### config.mk
export PLATFORM = sky130hd
export DESIGN_NAME = gob_sqrt_pipe
export DESIGN_NICKNAME = d
export VERILOG_FILES = /design/src/gob_pkg.sv /design/src/gob_sqrt_pipe.sv
export SDC_FILE = /design/constraint.sdc
export NUM_CORES = 2
export LEC_CHECK = 0
export BUFFER_PORTS_ARGS = -buffer_cell sky130_fd_sc_hd__buf_2
export CORE_AREA = 2 2 464 466
export CTS_BUF_LIST = sky130_fd_sc_hd__clkbuf_4 sky130_fd_sc_hd__clkbuf_8 sky130_fd_sc_hd__clkbuf_16
export CTS_CLUSTER_DIAMETER = 50
export DETAILED_ROUTE_END_ITERATION = 10
export DIE_AREA = 0 0 466 468
export PLACE_DENSITY_LB_ADDON = 0.05
export SLEW_MARGIN = 20
export SYNTH_ARGS = -nofsm -noshare
export SYNTH_HDL_FRONTEND = slang
export SYNTH_MEMORY_MAX_BITS = 65536
export SYNTH_SLANG_ARGS = --single-unit
export TNS_END_PERCENT = 30
### constraint.sdc
create_clock -name clk -period 3.5 [get_ports clk]
set_input_delay 0.35 -clock clk [delete_from_list [all_inputs] [get_ports clk]]
set_output_delay 0.35 -clock clk [all_outputs]
set_load 0.005 [all_outputs]
### src/gob_pkg.sv
`default_nettype none

package gob_pkg;

  localparam int RAD_W  = 64;
  localparam int ROOT_W = 32;
  localparam int REM_W  = 34;
  localparam int MAG_W  = 31;

  localparam logic [31:0]      TAN_LOW_Q30  = 32'd444758426;
  localparam logic [31:0]      TAN_HIGH_Q30 = 32'd2592242074;
  localparam logic [MAG_W-1:0] DX_OFFSET    = 31'd7;
  localparam logic [MAG_W-1:0] SAT_POS      = 31'h7FFF_FFFF;

  localparam logic [2:0] BIN_VERTICAL = 3'd4;

  typedef logic [2:0] bin_t;

endpackage

`default_nettype wire

### src/gob_sqrt_pipe.sv
`default_nettype none

module gob_sqrt_pipe (
  input  wire logic                        clk,
  input  wire logic                        rst,
  input  wire logic                        en,
  input  wire logic                        in_valid,
  input  wire logic [gob_pkg::RAD_W-1:0]   radicand,
  input  wire gob_pkg::bin_t               in_bin,
  output logic                             res_valid,
  output logic      [gob_pkg::ROOT_W-1:0]  root,
  output gob_pkg::bin_t                    res_bin
);
  import gob_pkg::*;

  logic              st_valid [ROOT_W];
  logic [RAD_W-1:0]  st_rad   [ROOT_W];
  logic [REM_W-1:0]  st_rem   [ROOT_W];
  logic [ROOT_W-1:0] st_root  [ROOT_W];
  bin_t              st_bin   [ROOT_W];

  for (genvar i = 0; i < ROOT_W; i++) begin : g_stage
    logic              prev_valid;
    logic [RAD_W-1:0]  prev_rad;
    logic [REM_W-1:0]  prev_rem;
    logic [ROOT_W-1:0] prev_root;
    bin_t              prev_bin;
    logic [REM_W+1:0]  cur;
    logic [REM_W+1:0]  trial;
    logic              take;

    if (i == 0) begin : g_first
      assign prev_valid = in_valid;
      assign prev_rad   = radicand;
      assign prev_rem   = '0;
      assign prev_root  = '0;
      assign prev_bin   = in_bin;
    end else begin : g_next
      assign prev_valid = st_valid[i-1];
      assign prev_rad   = st_rad[i-1];
      assign prev_rem   = st_rem[i-1];
      assign prev_root  = st_root[i-1];
      assign prev_bin   = st_bin[i-1];
    end

    // one result bit per stage, restoring
    assign cur   = {prev_rem, prev_rad[RAD_W-1 -: 2]};
    assign trial = {2'b00, prev_root, 2'b01};
    assign take  = cur >= trial;

    always_ff @(posedge clk) begin
      if (rst) begin
        st_valid[i] <= 1'b0;
      end else if (en) begin
        st_valid[i] <= prev_valid;
      end
    end

    always_ff @(posedge clk) begin
      if (en) begin
        st_rad[i]  <= {prev_rad[RAD_W-3:0], 2'b00};
        st_rem[i]  <= take ? REM_W'(cur - trial) : cur[REM_W-1:0];
        st_root[i] <= {prev_root[ROOT_W-2:0], take};
        st_bin[i]  <= prev_bin;
      end
    end
  end

  assign res_valid = st_valid[ROOT_W-1];
  assign root      = st_root[ROOT_W-1];
  assign res_bin   = st_bin[ROOT_W-1];

endmodule

`default_nettype wire

# Word level (Yosys, flattened, before mapping)
# Memories as Yosys holds them, arrays and structs flattened.
# Cells that the tools add are included.
# word_totals
ff_bits	0
mem_count	5
ramBits	4224
in_bits	71
# classes
n_mux	70
n_lt_le_gt_ge	32
add_sub_neg	32
bitwise_logic	32
# memory_table
memory	words	width	rd	rd_ports_with_merged_regs	write_ports	line	text
st_rad	32	62	31	0	32	gob_sqrt_pipe.sv:17	logic [RAD_W-1:0] st_rad [ROOT_W];
st_rem	32	34	31	0	32	gob_sqrt_pipe.sv:18	logic [REM_W-1:0] st_rem [ROOT_W];
st_root	32	32	32	0	32	gob_sqrt_pipe.sv:19	logic [ROOT_W-1:0] st_root [ROOT_W];
st_bin	32	3	32	0	32	gob_sqrt_pipe.sv:20	bin_t st_bin [ROOT_W];
st_valid	32	1	32	0	32	gob_sqrt_pipe.sv:16	logic st_valid [ROOT_W];
# ops
cell	n
greater-or-equal comparator 36 x 34 -> 1 bit	31
two-way mux 34 bit	32
subtractor 34 bit	31
two-way mux 1 bit	38
bitwise OR 1 bit	32
subtractor 2 x 1 -> 3 bit, second input constant	1
greater-or-equal comparator 2 x 1 -> 1 bit, second input constant	1

# Longest topological paths before layout
# depth
depth_word	4
ltp_mapped	15
mapped_depth_nobuf	12

# Worst setup path after synthesis
# Ideal clock, no wire load.
# synth_timing
path_kind	flip-flop to flip-flop
from	mem st_rem[12][20] (netlist: st_rem[3][20])
to	mem st_rem[13][4] (netlist: st_rem[3][38]), data pin
t_arrival_ps	3322
path_stages_with_launch	9
path_buffers	1
path_slack_ps	-83
required_ps	3240
synth_period_minus_slack_ps	3583
path_cell_list	edfxtp_1 > nor4_2 > or4b_4 > or4_4 > or4_1 > or3_1 > or3b_4 > buf_6 > mux2_4
# synth_rtl
element	line
from (decl)	gob_sqrt_pipe.sv:18

==> run_results.csv <==
group,metric,value,unit
run_status,status,"finished, violations left",
run_status,violations,"setup timing",
clocking,cts_tree,"yes",
route,drc,0,
placed_design,pre_cts_ws,-0.110,ns
global_route,grt_max_degree,132,
power,p_leak,54.0,nW
critical_path,r2r_slack,-0.07,ns
route,ant_nets,0,
power,p_total,0.0937,W
hold_path,min_to,"st_valid[5][0]$_DFFE_PP_",
critical_path,startpoint_type,"flip-flop",
sta,tightest_slew,1.01,ns
critical_path,r2r-start,"st_rem[3][20]$_DFFE_PP_",
sta,fin_ws,-0.0712,ns
clocking,cts.sinks,2651,
sta,max_slew_margin,30.9,%
floorplan,ios,107,
yosys,yosysTopAreaCellShare,65.7,%
sta,fin_tns_setup,-0.661,ns
yosys,synth_seq_area_share,65.7,%
sta,fin_crit,3.57,ns
yosys,yosys_warnings,0,
sta,setup_viol,22,
sta,hold_viol_final,0,
critical_path,critPathMaxStageDelay,0.50,ns
sta,rsz0062_at_grt,"yes",
global_route,grtUsageTotal,23.2,%
clocking,cts.path.max_buffers,4,
clocking,clk_latency,0.93,ns
critical_path,rr_endpoint,"st_rem[3][49]$_DFFE_PP_",
global_route,grt_util_met1,30.0,%
power,irDropWorstVdd,0.590,mV
critical_path,cp-end-kind,"flip-flop",
global_route,grt_pass1_vias,71900,
yosys,syn-num-nets,9804,
critical_path,rr_worst_depth,10,
route,drt_iter0_drc,5585,
floorplan,dieHeight,468,microns
route,wire_per_inst,19.7,microns
critical_path,crit_chain,"nor4_2 > or4b_4 > or4_4 > or4_4 > or3_4 > or3b_4 > buf_12 > o31ai_2 > nor2_1 > xor2_1",
placed_design,port-buffer-count,106,
clocking,htreeDepth,5,
critical_path,crit_top_cell,"or4_4",
global_route,grtUsageMet2,40.8,%
global_route,grt_antenna_before_repair,6,
sta,fin_skew,0.0665,ns
route,dr.pass1.iters,6,
floorplan,initial_utilization,56.8,%
power,p_per_area,670,nW/um^2
floorplan,dieArea,218000,sq um
hold_path,min_from,"rst",
route,routed_via_density,5.60,
critical_path,crit_fanout,11,
placed_design,place_area,128000,sq um
floorplan,rows,170,
critical_path,critPathSlowestCell,"or4b_4",
hold_path,hp-class,"in2reg",
yosys,synth_edf_count,2651,
yosys,synth_area,121000,sq um
global_route,grt_pass1_wl,398000,microns
hold_path,min_delay_path_depth,4,
yosys,synth.distinct_cells,92,
yosys,synth-seq-cells,2651,
clocking,path_clk_slew,0.06,ns
sta,finalMaxSlewViolations,0,
route,drt-total-wl,255000,microns
critical_path,cp.required,4.15,ns
yosys,synth_cells,9171,
yosys,async_flop_share,0,%
finish,final_cell_mix,"edfxtp_1 (2651), inv_1 (701), nand2_1 (609), a21oi_1 (570), ha_1 (559)",
clocking,cts_buffers,327,
sta,whs,0.0886,ns
global_route,grt_overflow,0,
sta,fmax,0.280,GHz
finish,drive_above_1_share,12.2,%
job,maxCapViolCount,0,
clocking,cts-root-buf,"clkbuf_16",
finish,fin_area,140000,sq um
yosys,synth_area_leader_cell,"edfxtp_1",
floorplan,core-area,213000,sq um
critical_path,worst_ep_arrival_time,4.22,ns
yosys,avgSynthCellArea,13.2,sq um
global_route,grt_use_met3,2.86,%
finish,syn_to_final_growth,15.5,%
placed_design,dp_hpwl,183000,microns
sta,fin_crit_sh,102,%
yosys,ys_top_cells_by_area,"edfxtp_1 (66%), ha_1 (5.8%), xnor2_1 (3.1%)",
critical_path,setup.worst_path.class,"reg2reg",
placed_design,place_congestion,0.892,
floorplan,dieWidth,466,microns
yosys,synthFlopType,"edfxtp_1",
global_route,top_usage_layer,"met2",
route,num_vias,72600,
finish,final_common_cell,"edfxtp_1",
critical_path,startpoint,"st_rem[3][20]$_DFFE_PP_",
finish,nets,10500,
## layer usage
layer	share of wire (%)	wire length (microns)	vias to the layer above
met4	3.1	7830	0
met3	3.7	9390	486
li1	-	-	35500
met2	51	129000	1434
met5	0	0	-
met1	43	109000	35200
## registers in the layout, summed over array words and instances, names as in the netlist
signal and flops:
st_bin 96, st_rad 992, st_rem 1003, st_root 528
st_valid 32
## synth_stat cells (11+ instances only)
cell type	count
o21bai_1	57
clkbuf_1	145
a21oi_1	578
o211ai_1	32
a2111oi_0	19
inv_1	701
a21boi_0	26
nor2b_1	65
nor3b_1	18
nand4b_1	18
or3_1	113
nor4_1	107
edfxtp_1	2651
and4_1	12
ha_1	562
or4_1	53
nand4_1	94
nor4b_1	13
o21ai_0	478
o31ai_1	47
a211oi_1	50
o21a_1	94
a21o_1	219
nand3_1	150
xor2_1	425
nor2_1	545
or2_2	52
and3_1	46
nor3_1	239
nand3b_1	23
nand2_1	610
a211o_1	11
mux2_2	73
a31oi_1	55
xnor2_1	431
and2_1	66
nand2b_1	95
o41ai_1	16
o2111ai_1	11
## worst max-delay path, delay by kind of cell (launching register included)
kind / cells / cell delay, ns
buffers and inverters: 1 / 0.17
DFF: 1 / 0.39
AOI/OAI and AO/OA: 1 / 0.07
and+or+nand+nor: 7 / 2.56
xor gates and xnor gates: 1 / 0.14
## stage by stage
stage / std cells / utilization [%]
after global routing: 13000 / 65.5
after global placement: 12300 / 60.0
final: 13000 / 65.5
after CTS: 13000 / 65.3
after floorplan: 9171 / -
after detailed placement: 12300 / 60.0
## logic make-up (layout without fill, tap and decap cells)
kind of cell             after synthesis  count (layout)  synth area share, %
flip-flops                          2651            2651                 65.7
XOR/XNOR                             856             856                 6.19
adder cells (fa/ha/maj)              562             562                 5.81
buffers and inverters                862            1826                 2.69
AND/OR/NAND/NOR                     2346            2346                 9.60
multiplexers                          86              86                0.803
AO/OA/AOI/OAI                       1807            1807                 9.16
other                                  1               3              0.00310
## worst max path at each step
stage | to | slack (ns) | cells past startpoint
5_1_grt | st_rem[3][49]$_DFFE_PP_ | -0.18 | 10
3_5_place_dp | st_rem[3][36]$_DFFE_PP_ | -0.11 | 10
3_3_place_gp | st_rem[3][42]$_DFFE_PP_ | -0.17 | 10
4_1_cts | st_rem[3][49]$_DFFE_PP_ | -0.06 | 10
6_report | st_rem[3][49]$_DFFE_PP_ | -0.07 | 10
2_1_floorplan | st_rem[3][38]$_DFFE_PP_ | -0.08 | 8
## area by class of cell
cell class / count / area, sq um
clock buffer: 377 / 8610
inverter: 703 / 2640
clock inverter: 191 / 2080
tap: 2838 / 3550
sequential: 2651 / 79600
timing repair buffer: 555 / 4650
antenna: 2 / 5.00
multi-input combinational: 5658 / 38700
fill: 15600 / 73500
## power breakdown
part | switching [W] | total [W] | internal [W]
combinational | 0.0103 | 0.0181 | 0.00782
sequential | 0.00255 | 0.0425 | 0.0400
clock | 0.0130 | 0.0330 | 0.0200
total | 0.0259 | 0.0937 | 0.0678
## repair_timing
action / 4_1_cts / 5_1_grt
endpoints found under the hold margin: 105 / 0
pin swaps: 4 / 14
setup endpoints to repair: 33 / 181
cloned: 0 / 3
hold buffers: 70 / 0
setup buffers: 1 / 6
resized for setup: 13 / 72
Power figures use the tool's default switching activity.
